<file path="config.mk">
export PLATFORM = sky130hd
export DESIGN_NAME = zyz_queue
export DESIGN_NICKNAME = d
export VERILOG_FILES = /design/src/hw/rtl/zyz_pkg.sv /design/src/hw/rtl/zyz_queue.sv
export SDC_FILE = /design/constraint.sdc
export NUM_CORES = 2
export LEC_CHECK = 0
export BUFFER_PORTS_ARGS = -buffer_cell sky130_fd_sc_hd__buf_2
export CORE_ASPECT_RATIO = 0.6
export CORE_MARGIN = 10
export CORE_UTILIZATION = 25
export CTS_BUF_LIST = sky130_fd_sc_hd__clkbuf_16
export CTS_CLUSTER_SIZE = 25
export DETAILED_ROUTE_END_ITERATION = 10
export PLACE_DENSITY_LB_ADDON = 0.05
export SYNTH_ARGS = -nofsm -noshare
export SYNTH_HDL_FRONTEND = slang
export SYNTH_SLANG_ARGS = --single-unit
</file>
<file path="constraint.sdc">
create_clock -name i_clk -period 15.8 [get_ports i_clk]
set_clock_uncertainty 0.15 [all_clocks]
set_input_delay 0.79 -clock i_clk [delete_from_list [all_inputs] [get_ports i_clk]]
set_output_delay 0.79 -clock i_clk [all_outputs]
set_load 0.01 [all_outputs]
</file>
<file path="src/hw/rtl/zyz_pkg.sv">
// Shared types and constants for the ZYZ Euler force rotation block.
// Used by the front end, the queue, the sine/cosine unit and the back end.
// No dependencies.
`default_nettype none

package zyz_pkg;

    // Angle scale: 1/128 degree per LSB
    localparam int FULL_TURN    = 46080;
    localparam int QUARTER_TURN = 11520;
    localparam int EIGHTH_TURN  = 5760;
    localparam int HALF_DEGREES = 180;

    // pi scaled by 2^32
    localparam logic [33:0] PI_Q32 = 34'd13493037705;

    // Radians in Q2.30: x = round(t * PI_Q32 / X_DIV), split as A*t + (B*t + X_DIV/2) / X_DIV
    localparam int          X_DIV       = HALF_DEGREES * 512;
    localparam logic [17:0] X_COEF_A    = 18'(PI_Q32 / X_DIV);
    localparam logic [16:0] X_COEF_B    = 17'(PI_Q32 % X_DIV);
    localparam logic [15:0] X_ROUND     = 16'(X_DIV / 2);
    localparam int          X_PRE_SHIFT = 11;
    localparam logic [5:0]  X_DIV_LO    = 6'(X_DIV >> X_PRE_SHIFT);
    localparam int          X_RCP_SHIFT = 24;
    localparam logic [18:0] X_RCP_LO    = 19'((64'd1 << X_RCP_SHIFT) / 64'(X_DIV_LO));

    // Taylor series terms and their factorial step divisors
    localparam int N_TERMS = 6;
    localparam logic [30:0] Q30_ONE = 31'h4000_0000;
    localparam logic [7:0] SIN_DIV [N_TERMS] = '{8'd6, 8'd20, 8'd42, 8'd72, 8'd110, 8'd156};
    localparam logic [7:0] COS_DIV [N_TERMS] = '{8'd2, 8'd12, 8'd30, 8'd56, 8'd90, 8'd132};
    localparam logic [31:0] SIN_RCP [N_TERMS] = '{
        32'((64'd1 << 32) / 64'd6),   32'((64'd1 << 32) / 64'd20),
        32'((64'd1 << 32) / 64'd42),  32'((64'd1 << 32) / 64'd72),
        32'((64'd1 << 32) / 64'd110), 32'((64'd1 << 32) / 64'd156)};
    localparam logic [31:0] COS_RCP [N_TERMS] = '{
        32'((64'd1 << 32) / 64'd2),   32'((64'd1 << 32) / 64'd12),
        32'((64'd1 << 32) / 64'd30),  32'((64'd1 << 32) / 64'd56),
        32'((64'd1 << 32) / 64'd90),  32'((64'd1 << 32) / 64'd132)};

    // Queue between front and back
    localparam int QUEUE_DEPTH = 8;
    localparam int QPTR_W      = $clog2(QUEUE_DEPTH);
    localparam int QCNT_W      = QPTR_W + 1;

    // Pipeline depths; the queue adds a write register and a registered read
    localparam int FRONT_LAT = 4;
    localparam int QUEUE_LAT = 2;
    localparam int SC_LAT    = 2 + 3 * N_TERMS;
    localparam int MAT_LAT   = 6;
    localparam int LATENCY   = FRONT_LAT + QUEUE_LAT + SC_LAT + MAT_LAT;

    typedef enum logic [1:0] {QUAD_0, QUAD_1, QUAD_2, QUAD_3} t_quad;

    typedef struct packed {
        t_quad       quad;
        logic        swap;
        logic [29:0] x;
    } t_angle;

    typedef struct packed {
        logic signed [31:0] fx;
        logic signed [31:0] fy;
        logic signed [31:0] fz;
        t_angle             alpha;
        t_angle             beta;
        t_angle             gamma;
    } t_item;

endpackage

`default_nettype wire

</file>
<file path="src/hw/rtl/zyz_queue.sv">
// Short queue between front end and back end; head leaves whenever present.
// Depends on zyz_pkg.
`default_nettype none

module zyz_queue (
    input  wire logic                       i_clk,
    input  wire logic                       i_rst_n,
    input  wire logic                       i_push,
    input  zyz_pkg::t_item                  i_item,
    output logic                            o_valid,
    output zyz_pkg::t_item                  o_item,
    output logic [zyz_pkg::QCNT_W-1:0]      o_count
);

    zyz_pkg::t_item              r_mem [zyz_pkg::QUEUE_DEPTH];
    logic [zyz_pkg::QPTR_W-1:0]  r_wr, r_rd;
    logic [zyz_pkg::QCNT_W-1:0]  r_count;
    logic                        r_valid;
    zyz_pkg::t_item              r_out;
    logic                        pop;

    function automatic logic [zyz_pkg::QCNT_W-1:0] QCNT_ONE(input logic b);
        return {{(zyz_pkg::QCNT_W-1){1'b0}}, b};
    endfunction

    assign pop = (r_count != '0);

    // Advance pointers and count
    always_ff @(posedge i_clk) begin
        if (!i_rst_n) begin
            r_wr    <= '0;
            r_rd    <= '0;
            r_count <= '0;
            r_valid <= 1'b0;
        end else begin
            if (i_push) r_wr <= r_wr + 1'b1;
            if (pop)    r_rd <= r_rd + 1'b1;
            r_count <= r_count + QCNT_ONE(i_push) - QCNT_ONE(pop);
            r_valid <= pop;
        end
    end

    // Write entry
    always_ff @(posedge i_clk) begin
        if (i_push) r_mem[r_wr] <= i_item;
    end

    // Read head into the output register
    always_ff @(posedge i_clk) begin
        if (pop) r_out <= r_mem[r_rd];
    end

    assign o_valid = r_valid;
    assign o_item  = r_out;
    assign o_count = r_count;

endmodule

`default_nettype wire

</file>
==> results.tsv <==
metric	value	unit
status	finished clean	
Final Cycle Share	28.1	%
Starting Density	25.2	%
ys flop type	edfxtp_1	
Max-Cap Viols	0	
worst-case reg-to-reg path depth	4	
share of the synthesized area in the top cell type	79.9	%
remaining antenna violation count	0	
gr ovfl total	0	
Hold Buf Count CTS	28	
Total Wirelength	172000	um
nets	3279	
Final setup viols	0	
drt via density	4.22	
Worst-Margin Slew	1.29	ns
Clk Tree Root Cell	clkbuf_16	
Setup TNS	0	ns
Post-Synth Simple-Gate Area	0.216	%
largest net degree at the start of global routing	135	
vias in the first global route	31300	
Port Buffers	397	
Startpoint Class	flip-flop	
syn_nets	2723	
GR Layer Usage met3	2.51	%
relative max-transition margin	14.0	%
RSZ-0062 raised after global routing	no	
GRT Util Overall	11.8	%
Distinct cells, synth	29	
VDD IR max	0.145	mV
Adder-Cell Fraction of Synth Area	0.163	%
highest net fanout along the worst path	52	
CTS buffer count	190	
H-tree level count	4	
cell area after layout	0.0783	mm^2
HP Class	in -> reg	
Synth Cell Area	0.0659	mm^2
postcts setup bufs	0	
critical path class	reg -> reg	
Worst Hold End	r_mem[7][18]	
flops & latches, synth	1766	
Peak Freq	0.225	GHz
multiplexer share of the synthesized area	17.9	%
post-synthesis xor/xnor area fraction	0.0531	%
Die Span Y	418	um
detailed-route DRC error count	0	
synthesis warning total	0	
RR Endpoint	o_item[30]	
GP Congestion	0.656	
Inst Count DP	6381	
Commonest cells post-synth	edfxtp_1, mux4_1, mux2_2	
Final Max Tran Viols	0	
CTS max path bufs	4	
WHS Path Cells	1	
post-synth top area cell	edfxtp_1	
cell leakage power	24.9	nW
# fillers	25200	
minimum clock period	4.44	ns
drt first pass iters	4	
wire per inst	25.5	um
Reg clk slew, reported paths	0.06	ns
Synth-to-Final Area Change	18.8	%
power density over the cells	161	mW/mm^2
Hold Path Origin	i_item[18]	
chip width	683	um
initial antenna violation count	72	
Syn Area/Cell	26.2	um^2
Worst Setup Slack post-DPL	11.28	ns
DRT iter0 DRCs	1617	
Final Util	30.0	%
first-pass GRT wire length	243000	um
CP Capture Type	flip-flop	
DP Area	0.0721	mm^2
EDFF count, synth	1755	
Synth area leaders	edfxtp_1, mux4_1, mux4_2, mux2_2, buf_8	
CORE AREA	0.261	mm^2
Non-Filler Instances	6755	
post-synthesis compound-gate area fraction	0.0380	%
Die Area	0.285	mm^2
Worst-Skew Late Latency	0.83	ns
Top-Level Pins	398	
count leader, synth	edfxtp_1	
final setup slack of the worst path	11.36	ns
layout cells sized above 1	33.6	%
Detailed Place HPWL	89000	um
Worst EP required	16.19	ns
hold slack	0.100	ns
Cell Rows	145	
Pwr Total	12.6	mW
sequential-to-total area share from yosys stat	80.3	%
final hold vios	0	
met1 Use GR	14.7	%
via count	28500	
RR Startpoint	r_rd[1]	
crit path DAT	4.83	ns
Gate Count Post-Synth	2517	
CTS tree	done	
Num Clock Sinks	1766	
post-synthesis async set-or-reset flop share	0	%
met2 Use GR	20.7	%
Reg2Reg Setup Slack	11.36	ns
layer with the highest usage	met2	
post-cts sizing count	0	
largest family of logic cells by synthesized area	multiplexers	
## flip-flops by register name, indices dropped and copies added, names as in the netlist
name / cells
o_item: 195
r_rd: 3
r_wr: 3
o_count: 4
r_mem: 1560
o_valid: 1
## power breakdown
part           leakage [nW]  total [mW]  internal [mW]  switching [mW]
sequential             16.2        5.94           5.71           0.226
combinational          5.64        2.30           1.05            1.26
clock                  3.07        4.34           2.52            1.82
total                  24.9        12.6           9.28            3.30
## kinds of logic after synthesis
family	count (synthesis)
AOI/OAI and AO/OA	4
xor gates and xnor gates	4
buffers and inverters	120
DFF	1766
muxes	588
adders and majority gates	8
and+or+nand+nor	27
## how the worst max path moves through the flow
stage,start,end,slack [ns],depth (start not counted)
global route,r_rd[1],o_item[34],11.05,4
floorplan,i_push,r_mem[0][0],0.65,2
finish,r_rd[1],o_item[30],11.36,4
CTS,r_rd[1],o_item[30],11.22,4
detailed placement,r_rd[1],o_item[77],11.28,4
global placement,r_rd[1],o_item[33],11.29,4
## placed cells by master, fill, tap and decap left out, types with 2 or more instances in the layout
cell	synthesis	routed
clkbuf_16	0	192
mux4_2	177	177
nand2_1	4	4
inv_1	9	45
inv_8	0	2
clkinv_2	0	29
edfxtp_1	1755	1755
dlygate4sd3_1	0	28
nor3_2	0	2
xnor2_1	3	3
mux4_1	213	213
buf_2	7	397
ha_1	7	7
nor2b_1	4	4
inv_6	0	2
nand2b_1	4	4
nor2_4	0	6
dfxtp_1	11	8
buf_12	3	12
mux2i_1	3	3
diode_2	0	10
bufinv_16	0	20
dfxtp_4	0	3
buf_4	0	38
clkinv_1	0	50
mux2_2	195	195
clkinvlp_4	0	3
and2_1	5	5
## worst max-delay path: stages, from the launching register on
cell,delay [ns]
dfxtp_4,1.07
buf_4,0.85
buf_4,0.89
mux4_1,0.67
mux2_2,0.28
## layout make-up
class                           count  area (um^2)  area share, %
Sequential cell                  1766        52900           67.6
Multi-Input combinational cell    631        12200           15.5
Clock buffer                      192         4800           6.13
Tap cell                         3528         4410           5.63
Timing Repair Buffer              475         2790           3.56
Clock inverter                    144         1160           1.48
Inverter                            9         41.3         0.0527
Antenna cell                       10         25.0         0.0319
## per-layer routing
layer  vias up  wire length (um)
met3       322              7490
met5         -               149
met2       564             87900
met4        28              4180
met1     15400             72700
li1      12200                 -
Power figures use the tool's default switching activity.
