File: src/hw/rtl/zyz_pkg.sv
// Shared types and constants for the ZYZ Euler force rotation block.
// Used by the front end, the queue, the sine/cosine unit and the back end.
// No dependencies.
`default_nettype none

package zyz_pkg;

    // Angle scale: 1/128 degree per LSB
    localparam int FULL_TURN    = 46080;
    localparam int QUARTER_TURN = 11520;
    localparam int EIGHTH_TURN  = 5760;
    localparam int HALF_DEGREES = 180;

    // pi scaled by 2^32
    localparam logic [33:0] PI_Q32 = 34'd13493037705;

    // Radians in Q2.30: x = round(t * PI_Q32 / X_DIV), split as A*t + (B*t + X_DIV/2) / X_DIV
    localparam int          X_DIV       = HALF_DEGREES * 512;
    localparam logic [17:0] X_COEF_A    = 18'(PI_Q32 / X_DIV);
    localparam logic [16:0] X_COEF_B    = 17'(PI_Q32 % X_DIV);
    localparam logic [15:0] X_ROUND     = 16'(X_DIV / 2);
    localparam int          X_PRE_SHIFT = 11;
    localparam logic [5:0]  X_DIV_LO    = 6'(X_DIV >> X_PRE_SHIFT);
    localparam int          X_RCP_SHIFT = 24;
    localparam logic [18:0] X_RCP_LO    = 19'((64'd1 << X_RCP_SHIFT) / 64'(X_DIV_LO));

    // Taylor series terms and their factorial step divisors
    localparam int N_TERMS = 6;
    localparam logic [30:0] Q30_ONE = 31'h4000_0000;
    localparam logic [7:0] SIN_DIV [N_TERMS] = '{8'd6, 8'd20, 8'd42, 8'd72, 8'd110, 8'd156};
    localparam logic [7:0] COS_DIV [N_TERMS] = '{8'd2, 8'd12, 8'd30, 8'd56, 8'd90, 8'd132};
    localparam logic [31:0] SIN_RCP [N_TERMS] = '{
        32'((64'd1 << 32) / 64'd6),   32'((64'd1 << 32) / 64'd20),
        32'((64'd1 << 32) / 64'd42),  32'((64'd1 << 32) / 64'd72),
        32'((64'd1 << 32) / 64'd110), 32'((64'd1 << 32) / 64'd156)};
    localparam logic [31:0] COS_RCP [N_TERMS] = '{
        32'((64'd1 << 32) / 64'd2),   32'((64'd1 << 32) / 64'd12),
        32'((64'd1 << 32) / 64'd30),  32'((64'd1 << 32) / 64'd56),
        32'((64'd1 << 32) / 64'd90),  32'((64'd1 << 32) / 64'd132)};

    // Queue between front and back
    localparam int QUEUE_DEPTH = 8;
    localparam int QPTR_W      = $clog2(QUEUE_DEPTH);
    localparam int QCNT_W      = QPTR_W + 1;

    // Pipeline depths; the queue adds a write register and a registered read
    localparam int FRONT_LAT = 4;
    localparam int QUEUE_LAT = 2;
    localparam int SC_LAT    = 2 + 3 * N_TERMS;
    localparam int MAT_LAT   = 6;
    localparam int LATENCY   = FRONT_LAT + QUEUE_LAT + SC_LAT + MAT_LAT;

    typedef enum logic [1:0] {QUAD_0, QUAD_1, QUAD_2, QUAD_3} t_quad;

    typedef struct packed {
        t_quad       quad;
        logic        swap;
        logic [29:0] x;
    } t_angle;

    typedef struct packed {
        logic signed [31:0] fx;
        logic signed [31:0] fy;
        logic signed [31:0] fz;
        t_angle             alpha;
        t_angle             beta;
        t_angle             gamma;
    } t_item;

endpackage

`default_nettype wire

File: src/hw/rtl/zyz_front.sv
// Front end: takes items, reduces angles to octant form and radians in Q2.30.
// Depends on zyz_pkg.
`default_nettype none

module zyz_front (
    input  wire logic                       i_clk,
    input  wire logic                       i_rst_n,
    input  wire logic                       i_take,
    input  wire logic signed [31:0]         i_fx,
    input  wire logic signed [31:0]         i_fy,
    input  wire logic signed [31:0]         i_fz,
    input  wire logic signed [15:0]         i_alpha,
    input  wire logic signed [15:0]         i_beta,
    input  wire logic signed [15:0]         i_gamma,
    input  wire logic [zyz_pkg::QCNT_W-1:0] i_q_count,
    output logic                            o_busy,
    output logic                            o_push,
    output zyz_pkg::t_item                  o_item
);

    typedef struct packed {
        zyz_pkg::t_quad quad;
        logic           swap;
        logic [12:0]    t;
    } t_red;

    // Wrap to one turn, pick quadrant, fold to 0..45 degrees
    function automatic t_red reduce(input logic signed [15:0] a);
        logic signed [17:0] aw;
        logic [15:0]        r;
        logic [13:0]        t;
        t_red               res;
        aw = 18'(a) + 18'(zyz_pkg::FULL_TURN);
        r  = a[15] ? aw[15:0] : a[15:0];
        res.swap = 1'b0;
        if (r < 16'(zyz_pkg::QUARTER_TURN)) begin
            res.quad = zyz_pkg::QUAD_0;
            t = 14'(r);
        end else if (r < 16'(2 * zyz_pkg::QUARTER_TURN)) begin
            res.quad = zyz_pkg::QUAD_1;
            t = 14'(r - 16'(zyz_pkg::QUARTER_TURN));
        end else if (r < 16'(3 * zyz_pkg::QUARTER_TURN)) begin
            res.quad = zyz_pkg::QUAD_2;
            t = 14'(r - 16'(2 * zyz_pkg::QUARTER_TURN));
        end else begin
            res.quad = zyz_pkg::QUAD_3;
            t = 14'(r - 16'(3 * zyz_pkg::QUARTER_TURN));
        end
        if (t > 14'(zyz_pkg::EIGHTH_TURN)) begin
            t = 14'(zyz_pkg::QUARTER_TURN) - t;
            res.swap = 1'b1;
        end
        res.t = 13'(t);
        return res;
    endfunction

    logic signed [15:0] ang [3];
    assign ang[0] = i_alpha;
    assign ang[1] = i_beta;
    assign ang[2] = i_gamma;

    logic               r_v1, r_v2, r_v3, r_push;
    logic signed [31:0] r_f1 [3];
    logic signed [31:0] r_f2 [3];
    logic signed [31:0] r_f3 [3];
    t_red               r_red [3];
    zyz_pkg::t_quad     r_q2 [3];
    zyz_pkg::t_quad     r_q3 [3];
    logic               r_s2 [3];
    logic               r_s3 [3];
    logic [28:0]        r_bt [3];
    logic [29:0]        r_at2 [3];
    logic [29:0]        r_at3 [3];
    logic [17:0]        r_lo [3];
    logic [36:0]        r_pm [3];
    zyz_pkg::t_item     r_item;

    // Advance valid flags
    always_ff @(posedge i_clk) begin
        if (!i_rst_n) begin
            r_v1   <= 1'b0;
            r_v2   <= 1'b0;
            r_v3   <= 1'b0;
            r_push <= 1'b0;
        end else begin
            r_v1   <= i_take;
            r_v2   <= r_v1;
            r_v3   <= r_v2;
            r_push <= r_v3;
        end
    end

    // Stage 1: reduce angles
    always_ff @(posedge i_clk) begin
        r_f1[0] <= i_fx;
        r_f1[1] <= i_fy;
        r_f1[2] <= i_fz;
        for (int k = 0; k < 3; k++) begin
            r_red[k] <= reduce(ang[k]);
        end
    end

    // Stage 2: constant products of the folded angle
    always_ff @(posedge i_clk) begin
        for (int k = 0; k < 3; k++) begin
            r_f2[k]  <= r_f1[k];
            r_q2[k]  <= r_red[k].quad;
            r_s2[k]  <= r_red[k].swap;
            r_bt[k]  <= 29'(30'(zyz_pkg::X_COEF_B) * 30'(r_red[k].t)
                          + 30'(zyz_pkg::X_ROUND));
            r_at2[k] <= 30'(zyz_pkg::X_COEF_A) * 30'(r_red[k].t);
        end
    end

    // Stage 3: reciprocal multiply for the remaining divide by 45
    always_ff @(posedge i_clk) begin
        for (int k = 0; k < 3; k++) begin
            r_f3[k]  <= r_f2[k];
            r_q3[k]  <= r_q2[k];
            r_s3[k]  <= r_s2[k];
            r_at3[k] <= r_at2[k];
            r_lo[k]  <= r_bt[k][28:zyz_pkg::X_PRE_SHIFT];
            r_pm[k]  <= 37'(r_bt[k][28:zyz_pkg::X_PRE_SHIFT]) * 37'(zyz_pkg::X_RCP_LO);
        end
    end

    // Stage 4: correct quotient, form radians
    logic [12:0]  quo [3];
    logic [17:0]  rem [3];
    logic [29:0]  xr  [3];
    always_comb begin
        for (int k = 0; k < 3; k++) begin
            quo[k] = r_pm[k][36:zyz_pkg::X_RCP_SHIFT];
            rem[k] = r_lo[k] - 18'(18'(quo[k]) * 18'(zyz_pkg::X_DIV_LO));
            xr[k]  = r_at3[k] + 30'(quo[k])
                   + 30'(rem[k] >= 18'(zyz_pkg::X_DIV_LO));
        end
    end

    always_ff @(posedge i_clk) begin
        r_item.fx         <= r_f3[0];
        r_item.fy         <= r_f3[1];
        r_item.fz         <= r_f3[2];
        r_item.alpha.quad <= r_q3[0];
        r_item.alpha.swap <= r_s3[0];
        r_item.alpha.x    <= xr[0];
        r_item.beta.quad  <= r_q3[1];
        r_item.beta.swap  <= r_s3[1];
        r_item.beta.x     <= xr[1];
        r_item.gamma.quad <= r_q3[2];
        r_item.gamma.swap <= r_s3[2];
        r_item.gamma.x    <= xr[2];
    end

    // Hold off new items while queue plus items in flight could fill it
    assign o_busy = (5'(i_q_count) + 5'(r_v1) + 5'(r_v2) + 5'(r_v3) + 5'(r_push))
                    >= 5'(zyz_pkg::QUEUE_DEPTH);
    assign o_push = r_push;
    assign o_item = r_item;

endmodule

`default_nettype wire

File: config.mk
export PLATFORM = sky130hd
export DESIGN_NAME = zyz_front
export DESIGN_NICKNAME = d
export VERILOG_FILES = /design/src/hw/rtl/zyz_pkg.sv /design/src/hw/rtl/zyz_front.sv
export SDC_FILE = /design/constraint.sdc
export NUM_CORES = 2
export LEC_CHECK = 0
export BUFFER_PORTS_ARGS = -buffer_cell sky130_fd_sc_hd__buf_2
export CORE_UTILIZATION = 63
export CTS_BUF_LIST = sky130_fd_sc_hd__clkbuf_16
export CTS_CLUSTER_DIAMETER = 80
export DETAILED_ROUTE_END_ITERATION = 8
export GPL_ROUTABILITY_DRIVEN = 0
export HOLD_SLACK_MARGIN = 0.03
export PLACE_DENSITY = 0.82
export SETUP_SLACK_MARGIN = 0.1
export SYNTH_ARGS = -nofsm -noshare
export SYNTH_HDL_FRONTEND = slang
export SYNTH_SLANG_ARGS = --single-unit
File: constraint.sdc
create_clock -name i_clk -period 9.1 [get_ports i_clk]
set_input_delay 0 -clock i_clk [delete_from_list [all_inputs] [get_ports i_clk]]
set_output_delay 0 -clock i_clk [all_outputs]
set_load 0.01 [all_outputs]
==> results.cfg <==
[synthesis]
avgSynthCellArea_um2 = 10.7
ys_ff_latch = 862
synth-compound-area-share_pct = 7.47
netlist.top_cell.by_area = dfxtp_1
netlist_area_mm2 = 0.0602
ys_seq_area_share_pct = 28.7
synthSimpleGateAreaFrac_pct = 5.67
synth_ff_type = dfxtp_1
synthTopCellsByArea = dfxtp_1 29%, ha_1 23%, fa_1 22%
synth_edf_count = 0
synth_cells = 5619
netlist.area_leader.share_pct = 28.7
syn_nets = 7537
ys_types = 92
synthMuxAreaShare_pct = 0.293
synthXorXnorAreaFrac_pct = 4.71
synth_top_family_by_area = adder cells
synthAdderAreaFrac_pct = 45.1
async_flop_share_pct = 0
ys_warn_count = 0

[flow_run]
drv_cap = 0

[worst_setup_path]
worstPathArrival_ns = 8.69
critPathKind = register to register
cp-start-kind = register
worst_setup_path_end_kind = register
crit_slowest_cell = o41ai_1
critical_path.max_stage_delay_ns = 0.68
crit_path_max_fanout = 5
required_ns = 9.73
rr_worst_depth = 30

[sta]
tns_ns = 0
rsz0062_at_grt = no
period_needed_ns = 8.06
hold_violations = 0
final-setup-viol-count = 0
timing.final.crit_share_pct = 88.6
skew_ns = 0.0428
fmax_mhz = 124
max_slew.worst_pin.slew_ns = 0.966
max_slew_margin_pct = 34.8
slew_violations = 0
hold-worst-slack_ns = 0.0752

[detailed_routing]
ant_nets = 0
drc = 0
wl_met2_mm = 67.8
wl_met1_mm = 55.0
viasPerCell = 5.41
route.met3.wl_mm = 7.34
drtIter0Drc = 2337
vias = 41262
wl_mm = 136
highest-signal-layer = met5
firstDrtPassIters = 5
wl_per_cell_um = 17.8

[global_route]
grt_pass1_wl_mm = 224
grt_max_degree = 16
grt-ovfl-total = 0
antenna_found_initial = 9
grt_use_total_pct = 28.7
grt_pass1_vias = 45254

[clocking]
clk_pin_slew_ns = 0.06
htreeDepth = 3
cts-root-buf = clkbuf_16
clk_path_buf_depth = 3
cts_buffers = 90
cts_tree = built
clock_sinks = 862
cts_setup_buffers = 0
clock_latency_ns = 0.70

[floorplanning]
coreArea_mm2 = 0.0949
dieArea_mm2 = 0.0968
die_width_um = 311
die_height_um = 311
start_util_pct = 63.4
ios = 348
placementRows = 113

[placed_design]
io_buffers = 347
hpwl_mm = 102

[final_layout]
syn_to_final_growth_pct = 14.7
nets = 8210
layout-drive-gt1-share_pct = 8.34
fillCellCount = 6134

[min_path]
hold_class = input pin to register
hold_depth = 3

[run_status]
status = complete, no violations
through the flow:
step	util [%]	cell area (µm²)	instances	setup WS (ns)
final	72.8	69100	7633	1.04
after global routing	72.8	69100	7632	0.652
after CTS	72.8	69100	7630	1.16
after detailed placement	66.9	63400	7214	1.20
after global placement	66.9	63400	7214	1.43
after floorplan	-	60200	5619	2.32
synthesized netlist by cell type, drive strengths merged, types with 8 or more instances:
master / instances
nand2b: 28
xnor2: 219
nand4: 20
a211o: 12
xor2: 104
o31ai: 21
a211oi: 17
nor2b: 36
o41ai: 9
fa: 673
nor2: 212
dfxtp: 862
o21ai: 118
buf: 10
a221o: 8
inv: 1265
and3: 23
nand3b: 13
nor3b: 9
clkbuf: 9
and2: 31
nor3: 65
o211ai: 21
o21a: 49
or3: 19
or4: 8
nor4: 9
a31oi: 22
o21bai: 30
nand2: 131
a21o: 80
nand3: 67
ha: 1094
a2111oi: 11
a21boi: 11
mux2i: 12
a21oi: 188
or2: 11
cell families after synthesis:
kind of cell / after synthesis
fa+ha+maj: 1767
buf+inv: 1284
flops: 862
simple gates: 694
compound gates: 672
xor+xnor: 323
mux: 17
worst paths after layout:
path / startpoint / endpoint / slack (ns)
worst max-delay path: r_pm[0][34] / o_item[92] / 1.04
worst min-delay path: i_rst_n / r_v3 / 0.08
worst max register to register: r_pm[0][34] / o_item[92] / 1.04
worst min register to register: r_f3[0][69] / o_item[104] / 0.31
sequential cells by signal, summed over array words and instances, names as in the netlist:
register and flops:
r_q2 6, o_push 1, r_v2 1, r_q3 6, r_red 48, r_s2 3
o_item 195, r_pm 42, r_at2 75, r_at3 81, r_f2 96, r_v1 1
r_lo 51, r_s3 3, r_f3 96, r_f1 96, r_v3 1, r_bt 60
worst max-delay path, delay by kind of cell, from the launching register on:
| kind | cells | cell delay (ns) |
|---|---|---|
| flip-flops | 1 | 0.34 |
| XOR/XNOR | 1 | 0.13 |
| AO/OA/AOI/OAI | 11 | 3.22 |
| adder cells (fa/ha/maj) | 7 | 2.60 |
| AND/OR/NAND/NOR | 7 | 1.44 |
| buffers and inverters | 4 | 0.25 |
what timing repair did:
action	4_1_cts	5_1_grt
resized for setup	0	0
hold endpoints to repair	145	0
hold buffers	251	0
final cells by class:
cell class                 count  area, µm²  area share (%)
tap                         1265       1580            2.29
multi-input combinational   3473      38100            55.2
timing repair buffer         600       4260            6.17
sequential                   862      17300            25.0
clock inverter                74        836            1.21
antenna                        3       7.51          0.0109
clock buffer                  91       2280            3.30
inverter                    1265       4750            6.88
cell usage in the layout (no fill, tap or decap), drive strengths merged, types with 80 or more instances in the layout:
master       Yosys  final
a21o            80     80
a21oi          188    188
buf             10    349
clkbuf           9     91
dfxtp          862    862
dlygate4sd3      0    251
fa             673    673
ha            1094   1094
inv           1265   1297
nand2          131    131
nor2           212    212
o21ai          118    118
xnor2          219    219
xor2           104    104
metal layers:
layer	vias up	track usage [%]
met2	1248	51.1
met5	-	0
met4	12	12.5
met3	407	4.54
met1	20143	34.3
li1	19452	-
Power is not shown: default switching activity piles up to over one toggle a cycle in this logic, so the estimate is an artifact.
